`src/rtl/core/ira_pkg.sv`:
```
`timescale 1ns / 1ps
// ----------------------------------------------------------------------------
// ira_pkg
// Shared types and constants for the interval resource assigner.
// ----------------------------------------------------------------------------
package ira_pkg;

    localparam int MAX_RESOURCES_DEF = 64;
    localparam int TIME_W            = 32;
    localparam int RES_IDX_W         = 6;
    localparam int RES_CNT_W         = 7;

    // control for the shared compare unit
    typedef struct packed {
        logic sample_vld;
        logic sample_first;
        logic decide;
    } ira_scan_ctl_t;

endpackage

```
`src/rtl/core/interval_resource_assigner.sv`:
```
`timescale 1ns / 1ps
// ----------------------------------------------------------------------------
// interval_resource_assigner
// Greedy interval partitioning over a table of resource end times.
// ----------------------------------------------------------------------------
// scan: the end-time memory is scanned one entry per cycle through one
//   comparator, over the up to MAX_RESOURCES entries open in the set; no scan
//   when the set is empty or first_of_set is high
// a new item is accepted only while busy is low, once the previous one has finished
// reset: clears the open count and the sequencer; end times are not cleared
// done pulses for one cycle; the receiver cannot stall
// ----------------------------------------------------------------------------
module interval_resource_assigner
    import ira_pkg::*;
#(
    parameter int MAX_RESOURCES = MAX_RESOURCES_DEF
)
(
    input  logic                 clk,
    input  logic                 rst_n,
    input  logic                 start,
    output logic                 busy,
    input  logic                 first_of_set,
    input  logic [TIME_W-1:0]    interval_start,
    input  logic [TIME_W-1:0]    interval_end,
    output logic                 done,
    output logic [RES_IDX_W-1:0] resource_index,
    output logic [RES_CNT_W-1:0] resources_in_use,
    output logic                 overflow
);

    localparam int IDX_W = $clog2(MAX_RESOURCES);
    localparam int CNT_W = $clog2(MAX_RESOURCES + 1);

    localparam logic [1:0] ST_IDLE   = 2'd0;
    localparam logic [1:0] ST_SCAN   = 2'd1;
    localparam logic [1:0] ST_DECIDE = 2'd2;

    logic [1:0]        state_reg, state_next;
    logic [CNT_W-1:0]  count_reg, count_next;
    logic [CNT_W-1:0]  scan_ptr_reg, scan_ptr_next;
    logic              rd_vld_reg, rd_vld_next;
    logic [IDX_W-1:0]  rd_idx_reg;
    logic [TIME_W-1:0] rd_data_reg;
    logic [TIME_W-1:0] start_reg;
    logic [TIME_W-1:0] end_reg;
    logic              done_reg, done_next;
    logic [IDX_W-1:0]  idx_reg, idx_next;
    logic              ovf_reg, ovf_next;

    logic              accept;
    logic              rd_en;
    logic              wr_en;
    logic [IDX_W-1:0]  wr_addr;
    logic [IDX_W-1:0]  best_idx;
    logic              best_below;
    ira_scan_ctl_t     scan_ctl;

    logic [TIME_W-1:0] end_mem [MAX_RESOURCES];

    assign accept = start && !busy;
    assign busy   = (state_reg != ST_IDLE);

    assign scan_ctl.sample_vld   = (state_reg == ST_SCAN) && rd_vld_reg;
    assign scan_ctl.sample_first = (rd_idx_reg == '0);
    assign scan_ctl.decide       = (state_reg == ST_DECIDE);

    ira_min_unit #(
        .MAX_RESOURCES (MAX_RESOURCES)
    ) u_min (
        .clk        (clk),
        .ctl        (scan_ctl),
        .sample_val (rd_data_reg),
        .sample_idx (rd_idx_reg),
        .probe_val  (start_reg),
        .best_idx   (best_idx),
        .best_below (best_below)
    );

    always_comb
    begin
        state_next    = state_reg;
        count_next    = count_reg;
        scan_ptr_next = scan_ptr_reg;
        rd_vld_next   = 1'b0;
        rd_en         = 1'b0;
        wr_en         = 1'b0;
        wr_addr       = count_reg[IDX_W-1:0];
        done_next     = 1'b0;
        idx_next      = idx_reg;
        ovf_next      = ovf_reg;

        unique case (state_reg)
            ST_IDLE:
            begin
                if (accept)
                begin
                    scan_ptr_next = '0;
                    if (first_of_set)
                    begin
                        count_next = '0;
                        state_next = ST_DECIDE;
                    end
                    else if (count_reg == '0)
                    begin
                        state_next = ST_DECIDE;
                    end
                    else
                    begin
                        state_next = ST_SCAN;
                    end
                end
            end
            ST_SCAN:
            begin
                if (scan_ptr_reg != count_reg)
                begin
                    rd_en         = 1'b1;
                    rd_vld_next   = 1'b1;
                    scan_ptr_next = scan_ptr_reg + 1'b1;
                end
                else
                begin
                    // last entry is being folded into the minimum this cycle
                    state_next = ST_DECIDE;
                end
            end
            ST_DECIDE:
            begin
                done_next  = 1'b1;
                state_next = ST_IDLE;
                ovf_next   = 1'b0;
                if ((count_reg != '0) && best_below)
                begin
                    wr_en    = 1'b1;
                    wr_addr  = best_idx;
                    idx_next = best_idx;
                end
                else if (count_reg < CNT_W'(MAX_RESOURCES))
                begin
                    wr_en      = 1'b1;
                    wr_addr    = count_reg[IDX_W-1:0];
                    idx_next   = count_reg[IDX_W-1:0];
                    count_next = count_reg + 1'b1;
                end
                else
                begin
                    idx_next = '0;
                    ovf_next = 1'b1;
                end
            end
            default:
            begin
                state_next = ST_IDLE;
            end
        endcase
    end

    always_ff @(posedge clk or negedge rst_n)
    begin
        if (!rst_n)
        begin
            state_reg    <= ST_IDLE;
            count_reg    <= '0;
            scan_ptr_reg <= '0;
            rd_vld_reg   <= 1'b0;
            done_reg     <= 1'b0;
        end
        else
        begin
            state_reg    <= state_next;
            count_reg    <= count_next;
            scan_ptr_reg <= scan_ptr_next;
            rd_vld_reg   <= rd_vld_next;
            done_reg     <= done_next;
        end
    end

    always_ff @(posedge clk)
    begin
        if (accept)
        begin
            start_reg <= interval_start;
            end_reg   <= interval_end;
        end
        idx_reg <= idx_next;
        ovf_reg <= ovf_next;
    end

    // end-time memory: one read and one write port
    always_ff @(posedge clk)
    begin
        if (wr_en)
        begin
            end_mem[wr_addr] <= end_reg;
        end
        if (rd_en)
        begin
            rd_data_reg <= end_mem[scan_ptr_reg[IDX_W-1:0]];
            rd_idx_reg  <= scan_ptr_reg[IDX_W-1:0];
        end
    end

    assign done             = done_reg;
    assign resource_index   = RES_IDX_W'(idx_reg);
    assign resources_in_use = RES_CNT_W'(count_reg);
    assign overflow         = ovf_reg;

endmodule

```
`src/rtl/core/ira_min_unit.sv`:
```
`timescale 1ns / 1ps
// ----------------------------------------------------------------------------
// ira_min_unit
// Shared comparator: tracks the running minimum end time during the scan and
// then checks that minimum against the new interval's start.
// ----------------------------------------------------------------------------
module ira_min_unit
    import ira_pkg::*;
#(
    parameter int MAX_RESOURCES = MAX_RESOURCES_DEF,
    localparam int IDX_W = $clog2(MAX_RESOURCES)
)
(
    input  logic              clk,
    input  ira_scan_ctl_t     ctl,
    input  logic [TIME_W-1:0] sample_val,
    input  logic [IDX_W-1:0]  sample_idx,
    input  logic [TIME_W-1:0] probe_val,
    output logic [IDX_W-1:0]  best_idx,
    output logic              best_below
);

    logic [TIME_W-1:0] best_val_reg;
    logic [IDX_W-1:0]  best_idx_reg;
    logic [TIME_W-1:0] op_a;
    logic [TIME_W-1:0] op_b;
    logic              lt;

    // one comparator, operands switched between scan and decision
    assign op_a = ctl.decide ? best_val_reg : sample_val;
    assign op_b = ctl.decide ? probe_val    : best_val_reg;
    assign lt   = (op_a < op_b);

    // strict compare keeps the lowest index on ties
    always_ff @(posedge clk)
    begin
        if (ctl.sample_vld && !ctl.decide && (ctl.sample_first || lt))
        begin
            best_val_reg <= sample_val;
            best_idx_reg <= sample_idx;
        end
    end

    assign best_idx   = best_idx_reg;
    assign best_below = lt;

endmodule

```
`config.mk`:
```
export PLATFORM = sky130hd
export DESIGN_NAME = interval_resource_assigner
export DESIGN_NICKNAME = d
export VERILOG_FILES = /design/src/rtl/core/ira_pkg.sv /design/src/rtl/core/interval_resource_assigner.sv /design/src/rtl/core/ira_min_unit.sv
export SDC_FILE = /design/constraint.sdc
export NUM_CORES = 2
export LEC_CHECK = 0
export BUFFER_PORTS_ARGS = -buffer_cell sky130_fd_sc_hd__buf_2
export CAP_MARGIN = 20
export CORE_MARGIN = 3
export CORE_UTILIZATION = 55
export DETAILED_ROUTE_END_ITERATION = 12
export PLACE_DENSITY = 0.71
export SYNTH_ARGS = -nofsm -noshare
export SYNTH_HDL_FRONTEND = slang
export SYNTH_HIERARCHICAL = 1
export SYNTH_SLANG_ARGS = --single-unit
```
`constraint.sdc`:
```
create_clock -name clk -period 20 [get_ports clk]
set_input_delay 0 -clock clk [delete_from_list [all_inputs] [get_ports clk]]
set_output_delay 0 -clock clk [all_outputs]
set_load 0.01 [all_outputs]
```
==> summary.txt <==
Worst setup path
  – CP top delay family: simple AND/OR/NAND/NOR gates
  – Max incr delay on CP: 1.14 ns
  – Cell Chain, Critical Path: nor2b_4, buf_4, mux2_2, ha_1, a21oi_1, o311ai_1, a21oi_1, o22ai_1, nor3_1, inv_1, a2111o_1, mux2i_1, nand2_1, nor2_4
  – Worst EP required: 20.45 ns
  – Slowest CP cell: nor2_4
  – Crit path kind: flip-flop to flip-flop
  – Worst Path Max Fanout: 65
  – Setup crit end kind: flip-flop
  – Buf+Inv Stages, Crit Path: 2
  – Most used cell, CP: a21oi_1
  – Worst setup SP type: flip-flop
  – Worst path arrival time: 7.89 ns

Global route
  – Vias in the first global route: 41800
  – Total GRT Usage: 0.278
  – First-pass GRT wire length: 310000 µm
  – Total grt overflow: 0
  – Initial antenna violation count: 12
  – Largest net degree at the start of global routing: 123

Die
  – Starting Density: 0.557
  – Die Area: 0.160 mm²
  – Die height: 400 µm
  – Number of core rows: 143
  – Chip width: 400 µm
  – I/O pin cnt: 84
  – Core ar.: 0.153 mm²

Logic synthesis
  – Syn. warnings: 6
  – Synth Register Bits: about 2200
  – Main flop type after synthesis: edfxtp_1
  – Sequential share of the synthesized area: 0.779
  – Post-synth EDFFs: approximately 2200
  – Synth area leader: edfxtp_1
  – Fraction of registers with async set/reset: 0.00813
  – Gate count after technology mapping: 3986
  – Largest cells by area after synthesis: edfxtp_1, mux4_2, mux2_2
  – Post-synthesis cell area: 0.0852 mm²
  – Post-synth net total: slightly above 4000
  – Share of the synthesized area in the top cell type: 0.774
  – Post-synth top cells: edfxtp_1, mux4_2, mux2_2
  – Most frequent cell after synthesis: edfxtp_1
  – Distinct cells, synth: between 60 and 70
  – Syn_area_per_cell: 21.4 µm²

Power and ir drop
  – Pint: 8410 µW
  – Switch Pwr: 3050 µW
  – Comb power frac: 0.168
  – PwrDens: 118 mW/mm²
  – Lkg Pwr: 0.0296 µW
  – Overall Power: 11500 µW
  – Sequential share of power: 0.484
  – Clk network pwr share: 0.348
  – Net Sw Frac: 0.266
  – VDD IR max: a little over 0.08 mV

Place
  – IO buf count: between 80 and 90
  – Inst Count DP: 5975
  – Hpwl dp: 128000 µm
  – Routability Congestion: 0.912

Drt
  – DR pass1 iterations: 7
  – Via count: 42800
  – Vias per cell: 6.57
  – Final wirelength: 219000 µm
  – Iter 0 DRT Violations: 5943
  – DR WL/cell: roughly 34 µm
  – ANT nets after route: 0
  – DRC viols: 0

CTS
  – Clock root cell: clkbuf_16
  – Skew-Pair Late Insertion Delay: roughly 0.84 ns
  – Max H-tree Level: 4
  – CTS sink cnt: roughly 2200
  – Clk slew on worst S/H paths: around 0.06 ns
  – Clk buf depth: 3
  – CTS tree: done
  – CTS buffer count: ~210

STA
  – Fin crit share: 0.372
  – RSZ-0062 raised after global routing: no
  – Tmin final: roughly 7.4 ns
  – Final Hold Viols: 0
  – Clk_skew: 0.0435 ns
  – Final Max Tran Viols: 0
  – Final setup fails: 0
  – Slew headroom: 0.236
  – Worst hold slack: 0.246 ns
  – TNS Setup: 0 ns
  – Worst Max-Slew Pin Slew: 1.14 ns
  – F_max: 134 MHz

Finish
  – Largest Register: end_mem
  – Ratio of cells with drive above 1 in the final layout: 0.258
  – Count of non-filler cells in the finished layout: 6517
  – Fillers: 9957
  – Max FFs per register: just over 2000
  – Final Core Density: 0.635
  – Layout Area Growth over Synthesis: 13.9%
  – Layout net count: 4404

Hold path
  – Worst min-delay path class: input pin to flip-flop

Flow run
  – MaxCap Viol Count: 0

Run status
  – Outcome: finished clean
-- final cells by class --
cell class,count,area [µm²],area share
Antenna cell,8,20.0,0.000206
Timing Repair Buffer,317,2800,0.0288
Tap cell,2030,2540,0.0262
Multi-Input combinational cell,1544,18300,0.189
Clock buffer,249,5380,0.0554
Inverter,18,68.8,0.000709
Clock inverter,138,1530,0.0158
Sequential cell,2213,66400,0.684
-- cells in the final DEF (no fill, tap or decap), drive strengths merged, types with 13 or more instances in the layout --
| master | count |
|---|---|
| ha | 34 |
| nor2 | 143 |
| a21oi | 27 |
| nand2 | 77 |
| a22o | 31 |
| dfrtp | 18 |
| inv | 23 |
| nor3 | 34 |
| o22ai | 96 |
| nand3 | 23 |
| a211oi | 44 |
| o211ai | 14 |
| nor2b | 20 |
| buf | 184 |
| nand2b | 13 |
| bufinv | 28 |
| mux2i | 152 |
| mux2 | 171 |
| o31ai | 15 |
| clkbuf | 249 |
| a22oi | 100 |
| dlygate4sd3 | 133 |
| edfxtp | 2195 |
| nand4 | 16 |
| o21ai | 21 |
| clkinv | 101 |
| mux4 | 406 |
-- worst register-to-register path, stage by stage, from the launching register on --
cell	delay (ns)
dfrtp_1	0.51
nor2b_4	0.54
buf_4	0.80
mux2_2	0.46
ha_1	0.29
a21oi_1	0.20
o311ai_1	0.12
a21oi_1	0.19
o22ai_1	0.19
nor3_1	0.71
inv_1	0.19
a2111o_1	0.61
mux2i_1	0.37
nand2_1	0.70
nor2_4	1.17
-- metal layers --
layer,track usage,share of wire,up-vias
met5,0,0,-
met4,0.118,0.046,0
met3,0.0743,0.13,370
met2,0.404,0.45,2674
met1,0.403,0.37,22400
li1,-,-,17400
-- path summary, 6_finish.rpt --
check	cells after the start	slack (ns)	to	start
max	14	12.56	end_mem[42][4]	state_reg[0]
min	5	0.25	state_reg[1]	start
max reg2reg	14	12.56	end_mem[42][4]	state_reg[0]
min reg2reg	0	0.44	u_min/best_idx[3]	rd_idx_reg[3]
max in group asynchronous	3	18.89	scan_ptr_reg[2]	rst_n
min in group asynchronous	3	0.42	scan_ptr_reg[0]	rst_n
-- cell families (layout without fill, tap and decap cells) --
logic type	after synthesis	count (layout)	share of synthesized area
flops	2213	2213	0.779
mux	729	729	0.148
compound gates	401	401	0.0341
simple gates	367	367	0.0202
buf+inv	229	722	0.0124
fa+ha+maj	34	34	0.00499
xor+xnor	13	13	0.00134
other cells	0	8	0
-- power groups by stage --
stage                     clock, µW  sequential, µW  combinational (µW)
after floorplan                   0            5720                1040
after global placement            0            5640                1840
after detailed placement          0            5640                1870
after CTS                      4030            5540                1900
after global routing           4220            5550                2010
final                          3990            5540                1920
-- timing repair --
action,4_1_cts,5_1_grt
gates resized for setup,0,0
hold buffers,133,0
hold endpoints to repair,95,0
buffers inserted,0,0
-- stage by stage --
step | worst slack (ns) | cell area (µm²)
floorplan | 13.38 | 85200
global placement | 12.80 | 88400
detailed placement | 12.61 | 88400
CTS | 12.63 | 96700
global route | 12.12 | 97000
finish | 12.56 | 97000
Power figures use the tool's default switching activity.
